**src/rtl/elfp_pkg.sv**
```systemverilog
// Shared types and constants for the ECHONET Lite frame parser.
// No dependencies; imported by every module of the block.
package elfp_pkg;

  localparam int unsigned HeaderLen = 12;
  localparam int unsigned CfgIdxW   = 2;

  localparam logic [CfgIdxW-1:0] CFG_EHD1 = 2'd0;
  localparam logic [CfgIdxW-1:0] CFG_EHD2 = 2'd1;

  localparam logic [7:0] EHD1_RESET = 8'h10;
  localparam logic [7:0] EHD2_RESET = 8'h81;

  typedef enum logic [2:0] {
    PH_IDLE   = 3'd0,
    PH_HEADER = 3'd1,
    PH_EPC    = 3'd2,
    PH_PDC    = 3'd3,
    PH_DATA   = 3'd4,
    PH_DONE   = 3'd5
  } phase_e;

  typedef enum logic [1:0] {
    KIND_HEADER = 2'd0,
    KIND_PROP   = 2'd1,
    KIND_DATA   = 2'd2,
    KIND_BAD    = 2'd3
  } kind_e;

  typedef struct packed {
    logic [7:0] data_byte;
    logic       frame_start;
  } in_item_t;

  typedef struct packed {
    kind_e       kind;
    logic [15:0] transaction_id;
    logic [15:0] source_class;
    logic [7:0]  source_instance;
    logic [15:0] dest_class;
    logic [7:0]  dest_instance;
    logic [7:0]  service_code;
    logic [7:0]  count_value;
    logic [7:0]  property_code;
    logic [7:0]  payload_byte;
    logic [7:0]  property_number;
    logic        frame_last;
  } res_t;

endpackage

```
**src/rtl/elfp_in_reg.sv**
```systemverilog
// Input register for one frame byte request.
// Depends on elfp_pkg.
module elfp_in_reg (
  input  logic              clk_i,
  input  logic              rst_ni,
  input  logic              valid_i,
  output logic              ready_o,
  input  elfp_pkg::in_item_t item_i,
  output logic              valid_o,
  input  logic              adv_i,
  output elfp_pkg::in_item_t item_o
);
  import elfp_pkg::*;

  logic     valid_q, valid_d;
  in_item_t item_q;

  assign ready_o = !valid_q || adv_i;
  assign valid_d = (valid_i && ready_o) ? 1'b1 : (adv_i ? 1'b0 : valid_q);

  always_ff @(posedge clk_i or negedge rst_ni) begin
    if (!rst_ni) begin
      valid_q <= 1'b0;
    end else begin
      valid_q <= valid_d;
    end
  end

  always_ff @(posedge clk_i) begin
    if (valid_i && ready_o) begin
      item_q <= item_i;
    end
  end

  assign valid_o = valid_q;
  assign item_o  = item_q;

endmodule

```
**src/rtl/elfp_parser.sv**
```systemverilog
// Frame state machine: header capture, property walk and result build.
// Depends on elfp_pkg.
module elfp_parser (
  input  logic               clk_i,
  input  logic               rst_ni,
  input  logic               adv_i,
  input  elfp_pkg::in_item_t item_i,
  input  logic [7:0]         ehd1_i,
  input  logic [7:0]         ehd2_i,
  output logic               res_valid_o,
  output elfp_pkg::res_t     res_o
);
  import elfp_pkg::*;

  phase_e      phase_q, phase_d, cur_phase;
  logic [3:0]  pos_q, pos_d, cur_pos;
  logic [15:0] tid_q, tid_d, cur_tid;
  logic [15:0] scls_q, scls_d, cur_scls;
  logic [7:0]  sins_q, sins_d, cur_sins;
  logic [15:0] dcls_q, dcls_d, cur_dcls;
  logic [7:0]  dins_q, dins_d, cur_dins;
  logic [7:0]  esv_q, esv_d, cur_esv;
  logic [7:0]  props_q, props_d, cur_props;
  logic [7:0]  dleft_q, dleft_d, cur_dleft;
  logic [7:0]  epc_q, epc_d, cur_epc;
  logic [7:0]  pidx_q, pidx_d, cur_pidx;
  logic [7:0]  b;
  logic [7:0]  dleft_dec;
  logic        prop_end_last;
  res_t        res;
  logic        res_valid;

  assign b = item_i.data_byte;

  always_comb begin
    cur_phase = phase_q;
    cur_pos   = pos_q;
    cur_tid   = tid_q;
    cur_scls  = scls_q;
    cur_sins  = sins_q;
    cur_dcls  = dcls_q;
    cur_dins  = dins_q;
    cur_esv   = esv_q;
    cur_props = props_q;
    cur_dleft = dleft_q;
    cur_epc   = epc_q;
    cur_pidx  = pidx_q;
    if (item_i.frame_start) begin
      cur_phase = PH_HEADER;
      cur_pos   = '0;
      cur_tid   = '0;
      cur_scls  = '0;
      cur_sins  = '0;
      cur_dcls  = '0;
      cur_dins  = '0;
      cur_esv   = '0;
      cur_props = '0;
      cur_dleft = '0;
      cur_epc   = '0;
      cur_pidx  = '0;
    end
  end

  assign dleft_dec     = cur_dleft - 8'd1;
  assign prop_end_last = (cur_props <= 8'd1);

  always_comb begin
    phase_d   = cur_phase;
    pos_d     = cur_pos;
    tid_d     = cur_tid;
    scls_d    = cur_scls;
    sins_d    = cur_sins;
    dcls_d    = cur_dcls;
    dins_d    = cur_dins;
    esv_d     = cur_esv;
    props_d   = cur_props;
    dleft_d   = cur_dleft;
    epc_d     = cur_epc;
    pidx_d    = cur_pidx;
    res_valid = 1'b0;

    res                 = '0;
    res.kind            = KIND_HEADER;
    res.transaction_id  = cur_tid;
    res.source_class    = cur_scls;
    res.source_instance = cur_sins;
    res.dest_class      = cur_dcls;
    res.dest_instance   = cur_dins;
    res.service_code    = cur_esv;

    unique case (cur_phase)
      PH_HEADER: begin
        pos_d = cur_pos + 4'd1;
        unique case (cur_pos)
          4'd0, 4'd1: begin
            if (b != ((cur_pos == 4'd0) ? ehd1_i : ehd2_i)) begin
              res            = '0;
              res.kind       = KIND_BAD;
              res.frame_last = 1'b1;
              res_valid      = 1'b1;
              phase_d        = PH_DONE;
            end
          end
          4'd2, 4'd3: tid_d  = {cur_tid[7:0], b};
          4'd4, 4'd5: scls_d = {cur_scls[7:0], b};
          4'd6:       sins_d = b;
          4'd7, 4'd8: dcls_d = {cur_dcls[7:0], b};
          4'd9:       dins_d = b;
          4'd10:      esv_d  = b;
          default: begin
            // property count closes the header
            props_d         = b;
            pidx_d          = '0;
            pos_d           = 4'(HeaderLen);
            res.count_value = b;
            res_valid       = 1'b1;
            if (b == 8'd0) begin
              res.frame_last = 1'b1;
              phase_d        = PH_DONE;
            end else begin
              phase_d = PH_EPC;
            end
          end
        endcase
      end
      PH_EPC: begin
        epc_d   = b;
        phase_d = PH_PDC;
      end
      PH_PDC: begin
        res.kind            = KIND_PROP;
        res.count_value     = b;
        res.property_code   = cur_epc;
        res.property_number = cur_pidx;
        res_valid           = 1'b1;
        if (b == 8'd0) begin
          res.frame_last = prop_end_last;
        end else begin
          dleft_d = b;
          phase_d = PH_DATA;
        end
      end
      PH_DATA: begin
        res.kind            = KIND_DATA;
        res.property_code   = cur_epc;
        res.payload_byte    = b;
        res.property_number = cur_pidx;
        res_valid           = 1'b1;
        dleft_d             = dleft_dec;
        if (dleft_dec == 8'd0) begin
          res.frame_last = prop_end_last;
        end
      end
      default: begin
      end
    endcase

    // end of property, shared by an empty PDC and the last data byte
    if ((cur_phase == PH_PDC && b == 8'd0) ||
        (cur_phase == PH_DATA && dleft_dec == 8'd0)) begin
      if (prop_end_last) begin
        props_d = '0;
        phase_d = PH_DONE;
      end else begin
        props_d = cur_props - 8'd1;
        pidx_d  = cur_pidx + 8'd1;
        phase_d = PH_EPC;
      end
    end
  end

  always_ff @(posedge clk_i or negedge rst_ni) begin
    if (!rst_ni) begin
      phase_q <= PH_IDLE;
      pos_q   <= '0;
      tid_q   <= '0;
      scls_q  <= '0;
      sins_q  <= '0;
      dcls_q  <= '0;
      dins_q  <= '0;
      esv_q   <= '0;
      props_q <= '0;
      dleft_q <= '0;
      epc_q   <= '0;
      pidx_q  <= '0;
    end else if (adv_i) begin
      phase_q <= phase_d;
      pos_q   <= pos_d;
      tid_q   <= tid_d;
      scls_q  <= scls_d;
      sins_q  <= sins_d;
      dcls_q  <= dcls_d;
      dins_q  <= dins_d;
      esv_q   <= esv_d;
      props_q <= props_d;
      dleft_q <= dleft_d;
      epc_q   <= epc_d;
      pidx_q  <= pidx_d;
    end
  end

  assign res_valid_o = res_valid;
  assign res_o       = res;

endmodule

```
**src/rtl/echonet_lite_frame_parser_top.sv**
```systemverilog
// Top level of the ECHONET Lite frame parser: config registers, input
// register, parser and result register. Depends on elfp_pkg, elfp_in_reg,
// elfp_parser.
//
// Usage:
//   Frame bytes arrive on the in channel (in_valid_i/in_ready_o), one byte
//   per request, frame_start_i high on the first byte of a frame. Results
//   leave on the out channel (out_valid_o/out_ready_i): a header result
//   after the property count, one per property on its PDC byte, one per
//   EDT byte, or a bad-header result. frame_last_o marks the final one.
//   Bytes that cause no result are absorbed silently.
//   EHD1/EHD2 are written over the cfg channel (index 0 and 1); the port is
//   always ready, other indexes are dropped. Write only while idle.
//   An accepted byte waits in the input register; the parser takes it and
//   the result register loads once it is empty or being read.
//   Throughput: one byte per cycle while results are taken, limited by
//   back-pressure and by the single state update of the parser per byte.
//   When out_ready_i is low the result register holds; one more byte may
//   wait in the input register, after which in_ready_o drops.
//   Reset empties both registers, puts the parser in idle and loads the
//   default header values 0x10 and 0x81.
module echonet_lite_frame_parser_top (
  input  logic                         clk_i,
  input  logic                         rst_ni,
  input  logic                         cfg_valid_i,
  output logic                         cfg_ready_o,
  input  logic [elfp_pkg::CfgIdxW-1:0] cfg_index_i,
  input  logic [7:0]                   cfg_data_i,
  input  logic                         in_valid_i,
  output logic                         in_ready_o,
  input  logic [7:0]                   data_byte_i,
  input  logic                         frame_start_i,
  output logic                         out_valid_o,
  input  logic                         out_ready_i,
  output logic [1:0]                   kind_o,
  output logic [15:0]                  transaction_id_o,
  output logic [15:0]                  source_class_o,
  output logic [7:0]                   source_instance_o,
  output logic [15:0]                  dest_class_o,
  output logic [7:0]                   dest_instance_o,
  output logic [7:0]                   service_code_o,
  output logic [7:0]                   count_value_o,
  output logic [7:0]                   property_code_o,
  output logic [7:0]                   payload_byte_o,
  output logic [7:0]                   property_number_o,
  output logic                         frame_last_o
);
  import elfp_pkg::*;

  logic [7:0] ehd1_q, ehd2_q;
  in_item_t   in_item, s1_item;
  logic       s1_valid, adv;
  logic       res_valid;
  res_t       res, out_q;
  logic       out_valid_q, out_valid_d;

  assign cfg_ready_o = 1'b1;

  always_ff @(posedge clk_i or negedge rst_ni) begin
    if (!rst_ni) begin
      ehd1_q <= EHD1_RESET;
      ehd2_q <= EHD2_RESET;
    end else if (cfg_valid_i) begin
      if (cfg_index_i == CFG_EHD1) begin
        ehd1_q <= cfg_data_i;
      end
      if (cfg_index_i == CFG_EHD2) begin
        ehd2_q <= cfg_data_i;
      end
    end
  end

  assign in_item.data_byte   = data_byte_i;
  assign in_item.frame_start = frame_start_i;

  elfp_in_reg u_in_reg (
    .clk_i   (clk_i),
    .rst_ni  (rst_ni),
    .valid_i (in_valid_i),
    .ready_o (in_ready_o),
    .item_i  (in_item),
    .valid_o (s1_valid),
    .adv_i   (adv),
    .item_o  (s1_item)
  );

  assign adv = s1_valid && (!out_valid_q || out_ready_i);

  elfp_parser u_parser (
    .clk_i       (clk_i),
    .rst_ni      (rst_ni),
    .adv_i       (adv),
    .item_i      (s1_item),
    .ehd1_i      (ehd1_q),
    .ehd2_i      (ehd2_q),
    .res_valid_o (res_valid),
    .res_o       (res)
  );

  assign out_valid_d = adv ? res_valid : (out_valid_q && !out_ready_i);

  always_ff @(posedge clk_i or negedge rst_ni) begin
    if (!rst_ni) begin
      out_valid_q <= 1'b0;
    end else begin
      out_valid_q <= out_valid_d;
    end
  end

  always_ff @(posedge clk_i) begin
    if (adv && res_valid) begin
      out_q <= res;
    end
  end

  assign out_valid_o       = out_valid_q;
  assign kind_o            = out_q.kind;
  assign transaction_id_o  = out_q.transaction_id;
  assign source_class_o    = out_q.source_class;
  assign source_instance_o = out_q.source_instance;
  assign dest_class_o      = out_q.dest_class;
  assign dest_instance_o   = out_q.dest_instance;
  assign service_code_o    = out_q.service_code;
  assign count_value_o     = out_q.count_value;
  assign property_code_o   = out_q.property_code;
  assign payload_byte_o    = out_q.payload_byte;
  assign property_number_o = out_q.property_number;
  assign frame_last_o      = out_q.frame_last;

endmodule

```
**config.mk**
```make
export PLATFORM = sky130hd
export DESIGN_NAME = echonet_lite_frame_parser_top
export DESIGN_NICKNAME = d
export VERILOG_FILES = /design/src/rtl/elfp_pkg.sv /design/src/rtl/elfp_in_reg.sv /design/src/rtl/elfp_parser.sv /design/src/rtl/echonet_lite_frame_parser_top.sv
export SDC_FILE = /design/constraint.sdc
export NUM_CORES = 1
export LEC_CHECK = 0
export BUFFER_PORTS_ARGS = -buffer_cell sky130_fd_sc_hd__buf_2
export CAP_MARGIN = 20
export CORE_MARGIN = 2
export CORE_UTILIZATION = 30
export DETAILED_ROUTE_END_ITERATION = 7
export PLACE_DENSITY_LB_ADDON = 0.3
export SLEW_MARGIN = 20
export SYNTH_ARGS = -nofsm -noshare
export SYNTH_HDL_FRONTEND = slang
export SYNTH_SLANG_ARGS = --single-unit
```
**constraint.sdc**
```tcl
create_clock -name clk_i -period 7.85 [get_ports clk_i]
set_clock_uncertainty 0.1 [all_clocks]
set_input_delay 1.57 -clock clk_i [delete_from_list [all_inputs] [get_ports clk_i]]
set_output_delay 1.57 -clock clk_i [all_outputs]
set_load 0.005 [all_outputs]
```
==> results of run 1 <==
==> logic make-up after synthesis <==
logic type / Yosys count / synth area share
other: 1 / 0.000347
muxes: 23 / 0.0231
xor gates and xnor gates: 9 / 0.00729
buffers and inverters: 67 / 0.0306
AOI/OAI and AO/OA: 228 / 0.152
DFF: 245 / 0.621
adders and majority gates: 9 / 0.0104
and+or+nand+nor: 315 / 0.155
==> power by group through the flow <==
stage	clock, mW	sequential (mW)	combinational [mW]
floorplan	0	1.92	0.764
global placement	0	1.97	1.12
detailed placement	0	1.98	1.13
CTS	1.29	1.95	1.14
global route	1.34	1.99	1.26
finish	1.26	1.95	1.12
==> layout by cell type, fill, tap and decap left out, types with 6 or more instances in the layout <==
master     instances
xnor2_1            7
dfrtp_1          126
mux2i_1            7
buf_2            131
mux2_2            16
nand3_1           14
a22o_1            57
a22oi_1           30
nand2_1           73
edfxtp_1         116
nor2_1            36
inv_1             16
and2_1            94
nand2b_1           6
buf_4              7
o21ai_0           52
ha_1               9
o21ai_1           13
a21oi_1           19
nor2b_1           22
clkbuf_16         29
and3_1            14
clkbuf_8           6
nor3_1            26
==> worst max path at each step <==
stage / startpoint / endpoint / slack (ns) / depth (start not counted)
2_1_floorplan: u_in_reg.item_o[0] / count_value_o[0] / 1.86 / 12
3_3_place_gp: u_in_reg.item_o[0] / dest_class_o[12] / 3.27 / 12
3_5_place_dp: u_in_reg.item_o[0] / transaction_id_o[3] / 3.21 / 12
4_1_cts: u_in_reg.item_o[0] / source_class_o[9] / 3.21 / 12
5_1_grt: u_in_reg.item_o[0] / property_number_o[4] / 2.77 / 12
6_report: u_in_reg.item_o[0] / property_number_o[4] / 3.25 / 12
==> critical path, delay by kind of cell (launching register included) <==
kind / cells / cell delay (ns)
buffers and inverters: 4 / 1.31
flip-flops: 1 / 0.34
AO/OA/AOI/OAI: 2 / 1.00
AND/OR/NAND/NOR: 5 / 0.89
adder cells (fa/ha/maj): 1 / 0.45
==> synth_stat cells, drive strengths merged, types with 9 or more instances <==
library cell / count / share of area
dfrtp: 126 / 0.29
a21oi: 22 / 0.012
o21ai: 65 / 0.030
and2: 95 / 0.055
ha: 9 / 0.010
a22oi: 30 / 0.021
mux2: 16 / 0.017
and3: 14 / 0.0081
edfxtp: 116 / 0.32
nor2b: 22 / 0.013
nand2: 74 / 0.026
a22o: 57 / 0.046
inv: 16 / 0.0056
clkbuf: 29 / 0.010
nor3: 28 / 0.014
nor2: 39 / 0.014
buf: 21 / 0.015
nand3: 14 / 0.0065
==> layout make-up <==
| class | count | area, µm² | area share |
|---|---|---|---|
| flip-flops and latches | 245 | 6720 | 0.526 |
| multi-input cells | 585 | 3780 | 0.296 |
| clock buffers | 40 | 827 | 0.0648 |
| repair buffers | 139 | 728 | 0.0570 |
| well taps | 461 | 577 | 0.0452 |
| clock inverters | 8 | 73.8 | 0.00578 |
| inverters | 17 | 63.8 | 0.00500 |
| diodes | 1 | 2.50 | 0.000196 |
==> state kept, by name, summed over array words and instances, names as in the netlist, 9 cells and up <==
name and count:
dest_class_o 16, source_class_o 16, transaction_id_o 16, u_in_reg.item_o 9, u_parser.dcls_q 16, u_parser.scls_q 16, u_parser.tid_q 16
==> metal layers <==
layer / share of wire / global-route usage / vias up
met5: 0.00085 / 0 / -
met4: 0.028 / 0.0457 / 4
met3: 0.051 / 0.0270 / 54
met2: 0.46 / 0.225 / 200
met1: 0.46 / 0.195 / 3656
li1: - / - / 3521
==> stage by stage <==
stage          instance area (µm²)   util  cells  hold WS (ns)
2_1_floorplan                10800      -    897         0.341
3_3_place_gp                 11900  0.334   1447         0.372
3_5_place_dp                 11900  0.334   1447         0.368
4_1_cts                      12800  0.359   1495         0.388
5_1_grt                      12800  0.359   1495         0.405
6_report                     12800  0.359   1496         0.386
==> flow_summary.json, run 1 <==
{
  "cts_tree": "yes",
  "seqPwrFrac": 0.450,
  "grt_usage": 0.142,
  "max-vdd-ir-drop_uv": 158,
  "first_pass_iters": 5,
  "syn_to_final_growth_pct": 18.1,
  "switching_power_mw": 1.41,
  "tns_ns": 0,
  "relSlewSlack": 0.370,
  "hold_path_end": "u_parser.pos_q[0]",
  "io_buffers": 132,
  "hp-start": "u_parser.pos_q[0]",
  "avgSynthCellArea_um2": 12.1,
  "drive_above_1_share": 0.212,
  "wl_per_cell_um": 18.1,
  "die-area_um2": 37600,
  "syn_nets": 930,
  "min_path_cells": 2,
  "fmax_ghz": 0.217,
  "num-nets-final": 1047,
  "r2r_start": "u_in_reg.item_o[0]",
  "r2r_slack_ns": 3.25,
  "core_um2": 35600,
  "dp_worst_setup_slack_ns": 3.21,
  "synth_edf_count": 116,
  "slew_viol_final": 0,
  "power_mw": 4.33,
  "grt_pass1_vias": 7391,
  "cts.sinks": 245,
  "gp_congestion": 0.819,
  "h-tree-depth": 1,
  "die_w_um": 194,
  "rsz0062_at_grt": "false",
  "clock_latency_ns": 0.53,
  "antenna_found_initial": 3,
  "final-hold-violation-count": 0,
  "clkSlewWorstSetupHoldPaths_ns": 0.06,
  "tightest_slew_ns": 0.937,
  "endpoint_kind": "flip-flop",
  "postCtsResizedCells": 0,
  "routed_wl_mm": 27.1,
  "die_y_um": 194,
  "grt_pass1_wl_mm": 42.8,
  "fill_cells": 3526,
  "outcome": "complete, no violations",
  "required_ns": 7.91,
  "period_minus_slack_ns": 4.60,
  "max_stage_delay_ns": 0.76,
  "layout_setup_ws_ns": 3.25,
  "start_util": 0.304,
  "p_leak_nw": 5.39,
  "yosysUniqueCellTypes": 73,
  "seq_area_frac_synth": 0.621,
  "dp_hpwl_mm": 17.5,
  "postCtsSetupBuffers": 0,
  "start_kind": "flip-flop",
  "netlist_area_um2": 10800,
  "globalRouteOverflowTotal": 0,
  "clock_power_share": 0.290,
  "async_flop_share": 0.527,
  "cts_hold_buffers": 0,
  "yosys_register_bits": 245,
  "timing.final.crit_share": 0.586,
  "netlist_instances": 897,
  "rows": 69,
  "numCtsBuffers": 26,
  "yosys_most_used_dff": "dfrtp_1",
  "cpMostUsedCell": "inv_1",
  "drv_cap": 0,
  "vias": 7435,
  "critPathKind": "reg -> reg",
  "clk_path_buf_depth": 3,
  "r2r_end": "property_number_o[4]",
  "setup_viol": 0,
  "drt_iter0_markers": 438,
  "post-route-drc-count": 0,
  "ys.warnings.count": 0,
  "grt_max_degree": 83,
  "hold_class": "reg -> reg",
  "r2r_cells": 12,
  "cts_root_buf": "clkbuf_16",
  "pwr-share-comb": 0.260,
  "p_sw_frac": 0.324,
  "io_pins": 134,
  "slowest_stage": "a21oi_4",
  "crit_chain": "buf_4 > nor2b_1 > inv_1 > ha_1 > inv_1 > o21ai_0 > nand3_1 > nor4b_2 > nand4_2 > nand2_1 > a21oi_4 > buf_12",
  "power.density_nw_per_um2": 339,
  "p_int_mw": 2.93,
  "crit_arrival_ns": 4.66,
  "ant_nets": 0,
  "cp_max_fo": 82,
  "avgViaCountPerCell": 4.97
}
Note: power is estimated with default switching activity, not from simulation.
==> run 2: changes to the inputs <==
- clock period: 7.85 -> 4.7 ns (I/O delays scaled with it)
==> flow_summary.json, run 2 (synthesis results as in run 1) <==
{
  "outcome": "complete, no violations",
  "cts.sinks": 245,
  "vias": 7493,
  "crit_arrival_ns": 3.64,
  "clkSlewWorstSetupHoldPaths_ns": 0.06,
  "p_leak_nw": 5.48,
  "diodes": 0,
  "seq_area_um2": 6720,
  "rows": 69,
  "numCtsBuffers": 28,
  "die-area_um2": 37600,
  "crit_chain": "nor2b_1 > inv_1 > ha_1 > nor2_1 > o21ai_0 > a21oi_2 > and2_1 > nor2_1 > a21oi_4 > buf_4",
  "max-vdd-ir-drop_uv": 271,
  "power.density_nw_per_um2": 571,
  "critPathKind": "reg -> reg",
  "drt_iter0_markers": 609,
  "syn_to_final_growth_pct": 19.6,
  "ant_nets": 0,
  "cts_hold_buffers": 0,
  "setup_viol": 0,
  "layout_common_cells": "buf_2 (132), dfrtp_1 (126), edfxtp_1 (116), and2_1 (94), nand2_1 (73)",
  "max_stage_delay_ns": 0.47,
  "die_y_um": 194,
  "cp_max_fo": 38,
  "avgViaCountPerCell": 4.95,
  "io_pins": 134,
  "globalRouteOverflowTotal": 0,
  "tns_ns": 0,
  "grt_max_degree": 73,
  "mostFrequentLayoutCell": "buf_2",
  "h-tree-depth": 1,
  "clk_path_buf_depth": 3,
  "required_ns": 4.78,
  "dpl_cell_area_um2": 12000,
  "crit_buf_inv": 2,
  "post-route-drc-count": 0,
  "cp_top_family": "simple AND/OR/NAND/NOR gates",
  "drive_above_1_share": 0.218,
  "final_area_um2": 12900,
  "timing.final.crit_share": 0.758,
  "grt_usage": 0.146,
  "endpoint_kind": "flip-flop",
  "fin_util": 0.364,
  "slew_viol_final": 0,
  "wl_per_cell_um": 18.3,
  "cts_root_buf": "clkbuf_16",
  "core_um2": 35600,
  "grt_pass1_vias": 7695,
  "period_minus_slack_ns": 3.56,
  "first_pass_iters": 5,
  "fmax_ghz": 0.281,
  "io_buffers": 132,
  "rsz0062_at_grt": "false",
  "die_w_um": 194,
  "tightest_slew_ns": 0.883,
  "postCtsResizedCells": 0,
  "slowest_stage": "buf_4",
  "relSlewSlack": 0.407,
  "final-hold-violation-count": 0,
  "cts_tree": "yes",
  "drv_cap": 0,
  "grt_pass1_wl_mm": 44.4,
  "start_kind": "flip-flop",
  "start_util": 0.304,
  "hold_class": "in -> async",
  "gp_congestion": 0.818,
  "multi_input_area_um2": 3780,
  "clock_latency_ns": 0.54,
  "cpMostUsedCell": "nor2_1",
  "antenna_found_initial": 0,
  "routed_wl_mm": 27.6,
  "fill_cells": 3511,
  "postCtsSetupBuffers": 0,
  "num-nets-final": 1063,
  "dp_hpwl_mm": 18.0
}
run 2: cell types whose count changed in the layout (fill, tap and decap cells not counted):
cell,delta
buf_12,+2
clkbuf_1,+5
nor2_1,+1
buf_2,+1
clkinv_1,+2
nor2_2,-1
clkbuf_16,-1
clkbuf_8,-4
bufinv_16,+3
clkinv_8,+1
buf_4,+11
diode_2,-1
clkinv_2,-2
run 2: stage by stage:
stage	power [mW]	std cells	hold WS (ns)	setup WS, ns
final	7.38	1513	0.269	1.14
after global routing	7.84	1513	0.293	0.812
after CTS	7.47	1510	0.385	1.18
after detailed placement	5.23	1458	0.362	1.19
after global placement	5.20	1458	0.375	1.32
after floorplan	4.48	897	0.341	0.0174
run 2: path summary, 6_finish.rpt:
path                                       endpoint  cells past startpoint  slack [ns]               start
worst min register to register    u_parser.epc_q[3]                      1        0.39   u_parser.epc_q[3]
min in group clk_i                u_parser.epc_q[3]                      1        0.39   u_parser.epc_q[3]
worst max register to register    service_code_o[3]                     10        1.14  u_in_reg.item_o[0]
worst min-delay path            u_parser.props_q[4]                      1        0.27              rst_ni
worst max-delay path              service_code_o[3]                     10        1.14  u_in_reg.item_o[0]
max in group asynchronous                 ehd1_q[4]                      2        3.51              rst_ni
run 2: cell type report:
cell class / count / share of cell area
timing repair buffer: 153 / 0.0662
inverter: 17 / 0.00493
sequential: 245 / 0.519
clock buffer: 40 / 0.0592
multi-input combinational: 585 / 0.292
tap: 461 / 0.0446
clock inverter: 12 / 0.0137
run 2: where the power goes:
part,total [mW],internal [mW],leakage [nW],switching [mW]
Clock,2.21,1.35,0.450,0.861
Sequential,3.23,2.88,2.85,0.344
Combinational,1.94,0.759,2.18,1.18
Total,7.38,4.99,5.48,2.39
run 2: metal layers:
layer	vias up	track usage	routed length, µm
met5	-	0	0
met4	0	0.0382	584
met3	45	0.0219	1190
met2	183	0.231	12700
met1	3719	0.211	13200
li1	3546	-	-
==> run 3: changes to the inputs <==
- clock period: 4.7 -> 3.6 ns (I/O delays scaled with it)
==> flow_summary.json, run 3 (synthesis results as in run 1) <==
{
  "outcome": "complete, no violations",
  "drv_cap": 0,
  "die-area_um2": 37600,
  "final_cells": 1518,
  "slowest_stage": "nor2_1",
  "start_util": 0.304,
  "p_leak_nw": 5.49,
  "io_buffers": 132,
  "crit_chain": "clkinv_2 > nand2_1 > inv_1 > ha_1 > nand2b_1 > a211oi_1 > a21oi_2 > and2_1 > buf_4 > nor2_1 > nor2b_1",
  "critPathKind": "reg -> reg",
  "cts_hold_buffers": 0,
  "clock_latency_ns": 0.54,
  "dpl_cell_area_um2": 12100,
  "hold_class": "in -> async",
  "cts.sinks": 245,
  "post-route-drc-count": 0,
  "vias": 7501,
  "clk_path_buf_depth": 3,
  "fill_cells": 3496,
  "final-hold-violation-count": 0,
  "die_y_um": 194,
  "numCtsBuffers": 26,
  "h-tree-depth": 1,
  "r2r_slack_ns": 0.57,
  "wl_per_cell_um": 18.1,
  "placed_cells_incl_taps": 1469,
  "drt_iter0_markers": 434,
  "postCtsSetupBuffers": 0,
  "first_pass_iters": 5,
  "grt_pass1_wl_mm": 43.8,
  "grt_pass1_vias": 7535,
  "routed_wl_mm": 27.4,
  "grt_usage": 0.145,
  "period_minus_slack_ns": 3.03,
  "die_w_um": 194,
  "cts_tree": "yes",
  "setup_viol": 0,
  "globalRouteOverflowTotal": 0,
  "slew_viol_final": 0,
  "layout_common_cells": "buf_2 (131), dfrtp_1 (126), edfxtp_1 (116), and2_1 (94), nand2_1 (72)",
  "num-nets-final": 1069,
  "endpoint_kind": "flip-flop",
  "fmax_ghz": 0.330,
  "postCtsResizedCells": 0,
  "power.density_nw_per_um2": 732,
  "cp_top_family": "simple AND/OR/NAND/NOR gates",
  "multi_input_area_um2": 3810,
  "max_stage_delay_ns": 0.65,
  "crit_buf_inv": 3,
  "antenna_found_initial": 5,
  "core_um2": 35600,
  "syn_to_final_growth_pct": 19.8,
  "final_area_um2": 12900,
  "cp_max_fo": 8,
  "mostFrequentLayoutCell": "buf_2",
  "io_pins": 134,
  "grt_max_degree": 100,
  "seq_area_um2": 6720,
  "max-vdd-ir-drop_uv": 375,
  "drive_above_1_share": 0.231,
  "ant_nets": 0,
  "cts_root_buf": "clkbuf_16",
  "tightest_slew_ns": 1.03,
  "timing.final.crit_share": 0.841,
  "rows": 69,
  "relSlewSlack": 0.310,
  "rsz0062_at_grt": "false",
  "start_kind": "flip-flop",
  "required_ns": 3.76,
  "dp_hpwl_mm": 18.0,
  "clkSlewWorstSetupHoldPaths_ns": 0.06,
  "gp_congestion": 0.823,
  "avgViaCountPerCell": 4.94,
  "crit_arrival_ns": 3.19
}
[run 3: routing by layer]
metal | vias to the layer above | routed length (µm) | global-route usage
met5 | - | 13 | 0
met4 | 2 | 502 | 0.0387
met3 | 32 | 1750 | 0.0353
met2 | 192 | 12500 | 0.227
met1 | 3712 | 12700 | 0.201
li1 | 3563 | - | -
[run 3: final cells by class]
cell class	count	share of cell area
tap	461	0.0446
multi-input combinational	585	0.294
timing repair buffer	161	0.0719
antenna	1	0.000193
clock inverter	17	0.0139
inverter	17	0.00503
clock buffer	31	0.0517
sequential	245	0.519
[run 3: where the power goes]
part,internal (mW),total (mW),leakage (nW),switching (mW)
registers,3.76,4.19,2.85,0.434
logic,1.05,2.61,2.23,1.56
clock network,1.55,2.67,0.416,1.12
total,6.36,9.48,5.49,3.12
[run 3: path summary, 6_finish.rpt]
check	start	endpoint	cells after the start
worst max-delay path	u_in_reg.item_o[0]	count_value_o[0]	11
worst min-delay path	rst_ni	u_parser.props_q[3]	1
worst max register to register	u_in_reg.item_o[0]	count_value_o[0]	11
worst min register to register	u_parser.epc_q[1]	u_parser.epc_q[1]	1
max in group asynchronous	rst_ni	u_in_reg.valid_o	2
min in group clk_i	data_byte_i[7]	u_in_reg.item_o[8]	1
[run 3: metrics by stage]
stage	TNS [ns]	setup WS (ns)	power, mW	utilization	hold slack, ns
after detailed placement	0	0.620	6.89	0.340	0.375
final	0	0.572	9.48	0.364	0.0391
after global routing	0	0.327	10.1	0.364	0.0534
after global placement	0	0.649	6.85	0.340	0.375
after CTS	0	0.574	9.60	0.364	0.0294
after floorplan	-76.86	-0.718	5.88	-	0.324
